[config.mk]
export PLATFORM = sky130hd
export DESIGN_NAME = bcd_binary_alu_8bit
export DESIGN_NICKNAME = d
export VERILOG_FILES = /design/src/rtl/bcdalu_pkg.sv /design/src/rtl/bcd_binary_alu_8bit.sv
export SDC_FILE = /design/constraint.sdc
export NUM_CORES = 1
export LEC_CHECK = 0
export ABC_CLOCK_PERIOD_IN_PS = 6400
export BUFFER_PORTS_ARGS = -buffer_cell sky130_fd_sc_hd__buf_2
export CORE_MARGIN = 2
export CORE_UTILIZATION = 28
export DETAILED_ROUTE_END_ITERATION = 16
export SLEW_MARGIN = 30
export SYNTH_ARGS = -nofsm -noshare
export SYNTH_HDL_FRONTEND = slang
export SYNTH_SLANG_ARGS = --single-unit
[constraint.sdc]
create_clock -name i_clk -period 6.4 [get_ports i_clk]
set_input_delay 1.28 -clock i_clk [delete_from_list [all_inputs] [get_ports i_clk]]
set_output_delay 1.28 -clock i_clk [all_outputs]
set_load 0.01 [all_outputs]
[src/rtl/bcdalu_pkg.sv]
// ----------------------------------------------------------------------------
// bcdalu_pkg
// Types and constants shared by the binary/BCD byte ALU.
// ----------------------------------------------------------------------------
package bcdalu_pkg;

    typedef enum logic [1:0] {
        CMD_ADC = 2'd0,
        CMD_SBC = 2'd1,
        CMD_CMP = 2'd2,
        CMD_LSR = 2'd3
    } t_cmd;

    localparam logic [7:0] LOW_FIX  = 8'h06;
    localparam logic [7:0] HIGH_FIX = 8'h60;
    localparam logic [7:0] BCD_MAX  = 8'h99;
    localparam logic [4:0] NIB_MAX  = 5'd9;

endpackage

[src/rtl/bcd_binary_alu_8bit.sv]
// ----------------------------------------------------------------------------
// bcd_binary_alu_8bit
// Byte ALU with add, subtract, compare and shift right, and BCD correction.
//
// Input channel i_valid/o_ready carries one command with its operands, carry
// and decimal flag. Output channel o_valid/i_ready carries the result byte
// and the carry, overflow, negative and zero flags; o_overflow_written is
// high when the command updates the overflow flag (add and subtract).
// Each transaction passes an input register, one level of adder and
// correction logic, and a result register; o_valid rises when the result
// register takes it. One transaction is accepted every cycle as long as the
// receiver takes results. When the receiver stalls, the result register
// holds its contents and the input register still takes one more
// transaction, so o_ready falls only when both stages are full. Reset
// empties both stages; no result is pending afterwards.
// ----------------------------------------------------------------------------
module bcd_binary_alu_8bit (
    input  logic              i_clk,
    input  logic              i_rst_n,
    input  logic              i_valid,
    output logic              o_ready,
    input  bcdalu_pkg::t_cmd  i_cmd,
    input  logic [7:0]        i_reg_value,
    input  logic [7:0]        i_operand,
    input  logic              i_carry_in,
    input  logic              i_decimal_mode,
    output logic              o_valid,
    input  logic              i_ready,
    output logic [7:0]        o_result,
    output logic              o_carry_out,
    output logic              o_overflow_out,
    output logic              o_overflow_written,
    output logic              o_negative_out,
    output logic              o_zero_out
);
    import bcdalu_pkg::*;

    logic       r_s1_valid;
    t_cmd       r_cmd;
    logic [7:0] r_a;
    logic [7:0] r_v;
    logic       r_c;
    logic       r_dec;

    logic       r_out_valid;
    logic [7:0] r_result;
    logic       r_carry;
    logic       r_ovf;
    logic       r_ovf_wr;
    logic       r_neg;
    logic       r_zero;

    logic       s1_adv;
    logic       in_ready;

    logic [8:0] sum9;
    logic [4:0] low_add;
    logic [9:0] add_s1;
    logic [9:0] add_s2;
    logic       borrow;
    logic [8:0] diff9;
    logic       sub_low;
    logic       sub_hi;
    logic [7:0] sub_res;
    logic [8:0] cmp9;
    logic [7:0] flag_src;

    logic [7:0] n_result;
    logic       n_carry;
    logic       n_ovf;
    logic       n_ovf_wr;

    assign s1_adv   = !r_out_valid || i_ready;
    assign in_ready = !r_s1_valid || s1_adv;

    // input register
    always_ff @(posedge i_clk) begin
        if (!i_rst_n) begin
            r_s1_valid <= 1'b0;
        end else if (in_ready) begin
            r_s1_valid <= i_valid;
        end
        if (in_ready) begin
            r_cmd <= i_cmd;
            r_a   <= i_reg_value;
            r_v   <= i_operand;
            r_c   <= i_carry_in;
            r_dec <= i_decimal_mode;
        end
    end

    always_comb begin
        sum9    = {1'b0, r_a} + {1'b0, r_v} + {8'd0, r_c};
        low_add = {1'b0, r_a[3:0]} + {1'b0, r_v[3:0]} + {4'd0, r_c};
        add_s1  = {1'b0, sum9}
                + ((r_dec && (low_add > NIB_MAX)) ? {2'b00, LOW_FIX} : 10'd0);
        add_s2  = add_s1
                + ((r_dec && (add_s1 > {2'b00, BCD_MAX})) ? {2'b00, HIGH_FIX} : 10'd0);

        borrow  = ~r_c;
        diff9   = {1'b0, r_a} - {1'b0, r_v} - {8'd0, borrow};
        sub_low = {1'b0, r_a[3:0]} < ({1'b0, r_v[3:0]} + {4'd0, borrow});
        sub_hi  = diff9[8] || (diff9[7:0] > BCD_MAX);
        sub_res = diff9[7:0]
                - ((r_dec && sub_low) ? LOW_FIX : 8'd0)
                - ((r_dec && sub_hi) ? HIGH_FIX : 8'd0);

        cmp9    = {1'b0, r_a} - {1'b0, r_v};

        unique case (r_cmd)
            CMD_ADC: begin
                n_result = add_s2[7:0];
                n_carry  = add_s2[9:8] != 2'b00;
                n_ovf    = (~(r_a[7] ^ r_v[7])) & (r_a[7] ^ sum9[7]);
                n_ovf_wr = 1'b1;
                flag_src = add_s2[7:0];
            end
            CMD_SBC: begin
                n_result = sub_res;
                n_carry  = !diff9[8];
                n_ovf    = (r_a[7] ^ r_v[7]) & (r_a[7] ^ diff9[7]);
                n_ovf_wr = 1'b1;
                flag_src = sub_res;
            end
            CMD_CMP: begin
                n_result = r_a;
                n_carry  = !cmp9[8];
                n_ovf    = 1'b0;
                n_ovf_wr = 1'b0;
                flag_src = cmp9[7:0];
            end
            CMD_LSR: begin
                n_result = {1'b0, r_v[7:1]};
                n_carry  = r_v[0];
                n_ovf    = 1'b0;
                n_ovf_wr = 1'b0;
                flag_src = {1'b0, r_v[7:1]};
            end
            default: begin
                n_result = r_a;
                n_carry  = 1'b0;
                n_ovf    = 1'b0;
                n_ovf_wr = 1'b0;
                flag_src = r_a;
            end
        endcase
    end

    // result register
    always_ff @(posedge i_clk) begin
        if (!i_rst_n) begin
            r_out_valid <= 1'b0;
        end else if (s1_adv) begin
            r_out_valid <= r_s1_valid;
        end
        if (s1_adv) begin
            r_result <= n_result;
            r_carry  <= n_carry;
            r_ovf    <= n_ovf;
            r_ovf_wr <= n_ovf_wr;
            r_neg    <= flag_src[7];
            r_zero   <= flag_src == 8'd0;
        end
    end

    assign o_ready            = in_ready;
    assign o_valid            = r_out_valid;
    assign o_result           = r_result;
    assign o_carry_out        = r_carry;
    assign o_overflow_out     = r_ovf;
    assign o_overflow_written = r_ovf_wr;
    assign o_negative_out     = r_neg;
    assign o_zero_out         = r_zero;

endmodule

* Yosys cells after proc, flatten, opt, wreduce, memory -nomap -nowiden
Cells that the tools add are included.
Operators by class: equal/unequal tests 3, add/sub/neg operators 11, mux-type cells 9, reductions and logical operators 16, bitwise gates (word level) 7, $lt $le $gt $ge 4
Operator list (count):
- 8-bit one-hot mux with 4 select lines | 2
- 7-bit 2-to-1 mux | 2
- 10-bit by 7-bit adder with 10-bit output | 1
- 9-bit by 3-bit adder with 10-bit output | 1
- 10-bit by 8-bit > comparator with 1-bit output (second input constant) | 1
- 8-bit by 8-bit adder with 9-bit output | 1
- 9-bit by 1-bit adder with 9-bit output | 1
- 8-bit by 8-bit subtractor with 9-bit output | 1
- 9-bit by 1-bit subtractor with 9-bit output | 1
- 8-bit > comparator (second input constant) | 1
- 8-bit logical NOT | 1
- 8-bit by 3-bit subtractor with 8-bit output | 1
- 8-bit by 7-bit subtractor with 8-bit output | 1
- 3-bit 2-to-1 mux | 2
- 4-bit by 1-bit adder with 5-bit output | 1
- 4-bit by 4-bit adder with 5-bit output | 1
- 5-bit by 1-bit adder with 5-bit output | 1
- 5-bit by 4-bit > comparator with 1-bit output (second input constant) | 1
- 4-bit by 5-bit < comparator with 1-bit output | 1
- 2-bit == test (second input constant) | 2
- 1-bit logical AND | 4
- 1-bit logical NOT | 4
- 1-bit one-hot mux with 4 select lines | 1
- 2-bit OR reduction | 2
- other kinds (9) | 15
Word-level totals: register bits 35, input port bits 24

* Longest topological paths before layout
Gate-level depths: netlist of run 1.
depth in word-level cells 12, gate-level depth with buffers 24

* Worst setup path before layout of run 1
OpenSTA, ideal clock, no wires.
path kind register to register, from register r_a[0], to register r_zero, in the netlist o_zero_out (data pin), stages on the path, launching flop included 24, path buffers 0, arrival time 5037 ps, data required time 6143 ps, clock period less this slack 5294 ps, path slack 1106 ps, cell sequence edfxtp_1 inv_1 ha_1 inv_1 fa_1 inv_1 ha_1 inv_1 o32a_1 o21a_1 or4_4 or2_4 o31a_1 o31a_2 ha_1 inv_1 ha_1 nand2b_1 nor2_1 a2111oi_0 o211ai_1 xnor2_1 a221o_1 o2111a_1
Between the ends: longest elaborated chain between the ends 12, elaborated cells on any way between the ends 25, those cells by class add/sub (10); order compare (4); mux (5); reduce/logical (6)
Ends and longest elaborated chain:
- start: declaration | RTL line bcd_binary_alu_8bit.sv:40 | logic [7:0] r_a;
- start signal: assignment | RTL line bcd_binary_alu_8bit.sv:85 | r_a <= i_reg_value;
- 4-bit by 4-bit adder with 5-bit output | RTL line bcd_binary_alu_8bit.sv:94 | low_add = {1'b0, r_a[3:0]} + {1'b0, r_v[3:0]} + {4'd0, r_c};
- 5-bit by 1-bit adder with 5-bit output | RTL line bcd_binary_alu_8bit.sv:94
- 5-bit by 4-bit > comparator with 1-bit output | RTL line bcd_binary_alu_8bit.sv:96 | + ((r_dec && (low_add > NIB_MAX)) ? {2'b00, LOW_FIX} : 10'd0);
- 1-bit logical AND | RTL line bcd_binary_alu_8bit.sv:96
- 3-bit 2-to-1 mux | RTL line bcd_binary_alu_8bit.sv:96
- 9-bit by 3-bit adder with 10-bit output | RTL line bcd_binary_alu_8bit.sv:96
- 10-bit by 8-bit > comparator with 1-bit output | RTL line bcd_binary_alu_8bit.sv:98 | + ((r_dec && (add_s1 > {2'b00, BCD_MAX})) ? {2'b00, HIGH_FIX} : 10'd0);
- 1-bit logical AND | RTL line bcd_binary_alu_8bit.sv:98
- 7-bit 2-to-1 mux | RTL line bcd_binary_alu_8bit.sv:98
- 10-bit by 7-bit adder with 10-bit output | RTL line bcd_binary_alu_8bit.sv:98
- 8-bit one-hot mux with 4 select lines * | RTL line bcd_binary_alu_8bit.sv:110 | unique case (r_cmd)
- 8-bit logical NOT * | RTL line bcd_binary_alu_8bit.sv:162 | r_zero <= flag_src == 8'd0;
- end signal: assignment | RTL line bcd_binary_alu_8bit.sv:162
- end: declaration | RTL line bcd_binary_alu_8bit.sv:51 | logic r_zero;
Every way passes the cells marked *; elsewhere a longest branch is shown, timed or not. A chain may end at the register's enable or synchronous reset.

* Final worst setup path of run 1
Ends and elaborated chain as after synthesis.

==> flow_summary.json, run 1 <==
{
  "drc_errors": 0,
  "diodes": 0,
  "min_path_type": "flip-flop to flip-flop",
  "path_max_fanout": 5,
  "fin_crit_sh_pct": 90.0,
  "yosysWarnings": 0,
  "r2r_slack_ns": 0.64,
  "holdWs_ns": 0.520,
  "final_cell_mix": "buf_2, inv_1, ha_1, edfxtp_1, nand2_1",
  "vias": 3044,
  "synth_nets": 444,
  "seqCellArea_um2": 1030,
  "critPathArrivalTime_ns": 5.78,
  "grt.total_usage_pct": 13.6,
  "async_flop_share_pct": 0,
  "antenna_found_initial": 0,
  "critical-path-slowest-cell": "fa_1",
  "post_cts_buffers": 0,
  "cp.required_ns": 6.42,
  "overflow": 0,
  "synth_cell_types": 84,
  "synth_edf_count": 33,
  "drv_cap": 0,
  "grt_pass1_wl_mm": 14.5,
  "syn-cell-area_um2": 3540,
  "ctsHoldBuffers": 0,
  "initial_core_util_pct": 28.4,
  "end_kind": "flip-flop",
  "syn_area_per_cell_um2": 9.24,
  "skew_ns": 0.00740,
  "relSlewSlack_pct": 43.1,
  "peakVddDrop_uv": 119,
  "yosys.area.top_type_share_pct": 28.0,
  "rows": 41,
  "detail-route-antenna-nets": 0,
  "synth_ff_type": "edfxtp_1",
  "ys_seq_area_share_pct": 29.1,
  "fin_crit_ns": 5.76,
  "report.final.hold_viol_count": 0,
  "synth_top_cell_by_area": "edfxtp_1",
  "crit_path_cell_trace": "inv_1 > ha_1 > inv_1 > fa_1 > inv_1 > ha_1 > inv_1 > o32a_1 > o21a_1 > or4_4 > or2_4 > o31a_1 > o31a_2 > ha_1 > inv_1 > ha_1 > nand2b_1 > nor2_1 > a2111oi_0 > o211ai_1 > xnor2_1 > a221o_1 > o2111a_1",
  "numCtsBuffers": 5,
  "layout_commonest_cell": "buf_2",
  "nFillCells": 1302,
  "tns_ns": 0,
  "clk_latency_ns": 0.28,
  "ioPinCount": 39,
  "cts-root-buf": "clkbuf_16",
  "cts-htree-levels": 2,
  "tightest_slew_ns": 0.854,
  "grt_start_max_net_pins": 24,
  "ys_seq_elements": 35,
  "area_growth_pct": 13.7,
  "slew_violations": 0,
  "critPathMostFrequentCell": "inv_1",
  "max_freq_ghz": 0.174,
  "die_w_um": 116,
  "startpoint_type": "flip-flop",
  "grt_pass1_vias": 2882,
  "drt_wl_total_mm": 8.82,
  "core_um2": 12500,
  "layout.nets": 475,
  "powerDensity_nw_per_um2": 250,
  "multiInputGateArea_um2": 2300,
  "clock_path_buffers": 2,
  "setup_viol": 0,
  "tritoncts": "built",
  "gp_congestion": 0.844,
  "stdcell_area_um2": 4020,
  "first_pass_iters": 5,
  "rsz0062_at_grt": "false",
  "place_area_um2": 3870,
  "ys_top_cells_by_area": "edfxtp_1, ha_1, xnor2_1",
  "cts.clk_slew.worst_paths_ns": 0.05,
  "synth_cells": 383,
  "die_area_um2": 13500,
  "rr_worst_depth": 23,
  "dieHeight_um": 116,
  "clock-sinks": 35,
  "outcome": "finished, final reports clean",
  "io_buffers": 38,
  "wl_per_cell_um": 15.0,
  "path_class": "flip-flop to flip-flop",
  "holdPathStages": 1,
  "drt_iter0_markers": 240,
  "dpl.hpwl_mm": 6.92,
  "cts_resized": 0,
  "layout-drive-gt1-share_pct": 17.6,
  "via_per_inst": 5.19,
  "critical_path.max_stage_delay_ns": 0.46,
  "leakage_nw": 1.60
}
report_power, final:
group / internal (mW) / switching (mW) / leakage (nW)
Combinational: 0.192 / 0.269 / 1.16
Clock: 0.154 / 0.0860 / 0.0739
Sequential: 0.284 / 0.0186 / 0.369
path summary, 6_finish.rpt:
check | start | endpoint
worst max register to register | r_a[0] | o_zero_out
worst min register to register | r_s1_valid | o_valid
worst min-delay path | r_s1_valid | o_valid
worst max-delay path | r_a[0] | o_zero_out
logic make-up after synthesis:
family / share of synthesized area (%)
fa+ha+maj: 14.0
buf+inv: 6.01
mux: 2.33
xor+xnor: 6.69
simple gates: 17.8
flops: 29.1
compound gates: 24.0
cells in the mapped netlist, drive strengths merged (3+ instances only):
cell type	number
a311oi	5
nor3b	7
a21oi	20
a211oi	7
nor3	6
nor2	24
xnor2	19
nand2b	6
nand4	5
a21o	3
edfxtp	33
o21ai	19
a31oi	5
nor2b	9
o2111ai	3
nand3	9
nand2	26
a2111oi	4
a21boi	4
xor2	8
a211o	4
mux2i	6
ha	34
fa	3
nor4	3
clkbuf	7
inv	35
buf	8
o21a	3
or2	6
o211ai	7
o31ai	4
stage by stage:
step | setup WS, ns | instances | power [mW] | util (%)
floorplan | 1.11 | 383 | 0.652 | -
global placement | 0.729 | 579 | 0.757 | 31.1
detailed placement | 0.687 | 579 | 0.762 | 31.1
CTS | 0.662 | 587 | 1.01 | 32.2
global route | 0.151 | 587 | 1.07 | 32.3
finish | 0.639 | 587 | 1.00 | 32.3
cell type report:
cell class	instances	share of cell area [%]
Tap cell	172	5.35
Clock inverter	1	0.124
Sequential cell	35	25.6
Clock buffer	7	3.55
Timing Repair Buffer	39	4.91
Inverter	36	3.36
Multi-Input combinational cell	297	57.1
critical path: cells and delay by family (launching register included):
kind,cells,cell delay (ns)
simple gates,4,0.90
fa+ha+maj,5,1.45
buf+inv,5,0.37
flops,1,0.38
xor+xnor,1,0.19
compound gates,8,2.23
metal layers:
metal / vias up / share of wire (%) / GRT usage (%)
li1: 1482 / - / -
met1: 1444 / 47 / 19.1
met2: 108 / 46 / 21.9
met3: 10 / 5.8 / 2.75
met4: 0 / 1.2 / 2.30
met5: - / 0 / 0
registers in the layout, indices dropped and copies added, names as in the netlist, 2 cells and up:
signal,cells
r_cmd,2
r_a,8
o_result,8
r_v,8
No activity file was read; power rests on OpenSTA's default activity.
==> run 2, diff against run 1 <==
CORE_MARGIN = 5   (was 2)
==> run 2 against run 1 <==
- sequential cell count is the same
- sequential power hardly changed
- cell count stayed put
- largest cell class unchanged
- via count fell by 0.69%
==> flow_summary.json, run 2 (synthesis results as in run 1) <==
{
  "tightest_slew_ns": 0.591,
  "finish.utilization_pct": 32.3,
  "diodes": 0,
  "slew_violations": 0,
  "setup_viol": 0,
  "tns_ns": 0,
  "min_path_type": "flip-flop to flip-flop",
  "critPathArrivalTime_ns": 5.80,
  "relSlewSlack_pct": 60.6,
  "grt_pass1_wl_mm": 14.8,
  "setup_ws_ns": 0.643,
  "clock_path_buffers": 2,
  "layout-drive-gt1-share_pct": 17.8,
  "place_inst": 579,
  "cts-htree-levels": 2,
  "pwr-share-clk_pct": 27.4,
  "p_seq_share_pct": 28.4,
  "powerDensity_nw_per_um2": 260,
  "clk_latency_ns": 0.28,
  "antenna_found_initial": 0,
  "detail-route-antenna-nets": 0,
  "p_sw_uw": 382,
  "gp_congestion": 0.936,
  "via_per_inst": 5.15,
  "wl_per_cell_um": 15.2,
  "startpoint_type": "flip-flop",
  "drt_iter0_markers": 219,
  "grt.total_usage_pct": 12.4,
  "fin_cells": 587,
  "swShare_pct": 36.3,
  "post_cts_buffers": 0,
  "rows": 41,
  "post-place-ws_ns": 0.652,
  "overflow": 0,
  "fin_crit_sh_pct": 89.9,
  "cp.required_ns": 6.44,
  "p_int_uw": 669,
  "initial_core_util_pct": 28.3,
  "skew_ns": 0.00300,
  "vias": 3023,
  "outcome": "finished, final reports clean",
  "drt_wl_total_mm": 8.92,
  "leakage_nw": 1.61,
  "ioPinCount": 39,
  "comb_power_share_pct": 44.1,
  "ctsHoldBuffers": 0,
  "numCtsBuffers": 5,
  "area_growth_pct": 14.5,
  "die_area_um2": 15000,
  "grt_pass1_vias": 2963,
  "drc_errors": 0,
  "cts.clk_slew.worst_paths_ns": 0.06,
  "drv_cap": 0,
  "rsz0062_at_grt": "false",
  "fin_crit_ns": 5.76,
  "dpl.hpwl_mm": 7.14,
  "peakVddDrop_uv": 86.4,
  "end_kind": "flip-flop",
  "dieHeight_um": 122,
  "total_power_mw": 1.05,
  "max_freq_ghz": 0.174,
  "layout_commonest_cell": "buf_2",
  "layout.nets": 475,
  "die_w_um": 122,
  "path_class": "flip-flop to flip-flop",
  "io_buffers": 38,
  "final_cell_mix": "buf_2, inv_1, ha_1, edfxtp_1, nand2_1",
  "cts-root-buf": "clkbuf_16",
  "report.final.hold_viol_count": 0,
  "core_um2": 12500,
  "tritoncts": "built",
  "cts_resized": 0,
  "first_pass_iters": 4,
  "grt_start_max_net_pins": 24,
  "clock-sinks": 35,
  "path_max_fanout": 5,
  "nFillCells": 1292
}
==> run 2: power groups by stage <==
| stage | Combinational [mW] | Sequential, mW | Clock (mW) |
|---|---|---|---|
| finish | 0.464 | 0.299 | 0.288 |
| global route | 0.518 | 0.302 | 0.303 |
| CTS | 0.461 | 0.300 | 0.294 |
| detailed placement | 0.459 | 0.304 | 0 |
| global placement | 0.453 | 0.304 | 0 |
| floorplan | 0.342 | 0.310 | 0 |
==> run 2: cell type report <==
cell class | instances | area (um^2) | area share (%)
flip-flops and latches | 35 | 1030 | 25.5
clock buffers | 6 | 139 | 3.43
well taps | 172 | 215 | 5.32
repair buffers | 39 | 198 | 4.88
clock inverters | 2 | 35.0 | 0.865
multi-input cells | 297 | 2300 | 56.7
inverters | 36 | 135 | 3.34
==> run 2: stage by stage <==
stage	hold slack (ns)	area, um^2
final	0.515	4050
after detailed placement	0.507	3870
after CTS	0.520	4050
after global routing	0.542	4050
after floorplan	0.463	3540
after global placement	0.469	3870
==> run 2: final timing paths <==
path	start	end	slack (ns)	cells after the start
setup / recovery	r_a[0]	o_zero_out	0.64	23
hold / removal	r_s1_valid	o_valid	0.52	1
setup reg to reg	r_a[0]	o_zero_out	0.64	23
hold reg to reg	r_s1_valid	o_valid	0.52	1
==> run 2: metal layers <==
metal / part of all wire, % / track usage (%) / vias to the layer above
met5: 0 / 0 / -
met4: 2.3 / 4.20 / 0
met3: 5.8 / 3.27 / 17
met2: 47 / 20.5 / 84
met1: 45 / 15.6 / 1429
li1: - / - / 1493
==> run 2: critical path, stage by stage (launching register included) <==
cell       delay [ns]
edfxtp_1         0.38
inv_1            0.13
ha_1             0.17
inv_1            0.06
fa_1             0.47
inv_1            0.08
ha_1             0.20
inv_1            0.06
o32a_1           0.29
o21a_1           0.19
or4_4            0.45
or2_4            0.26
o31a_1           0.30
o31a_2           0.37
ha_1             0.28
inv_1            0.04
ha_1             0.34
nand2b_1         0.12
nor2_1           0.04
a2111oi_0        0.39
o211ai_1         0.21
xnor2_1          0.18
a221o_1          0.35
o2111a_1         0.15
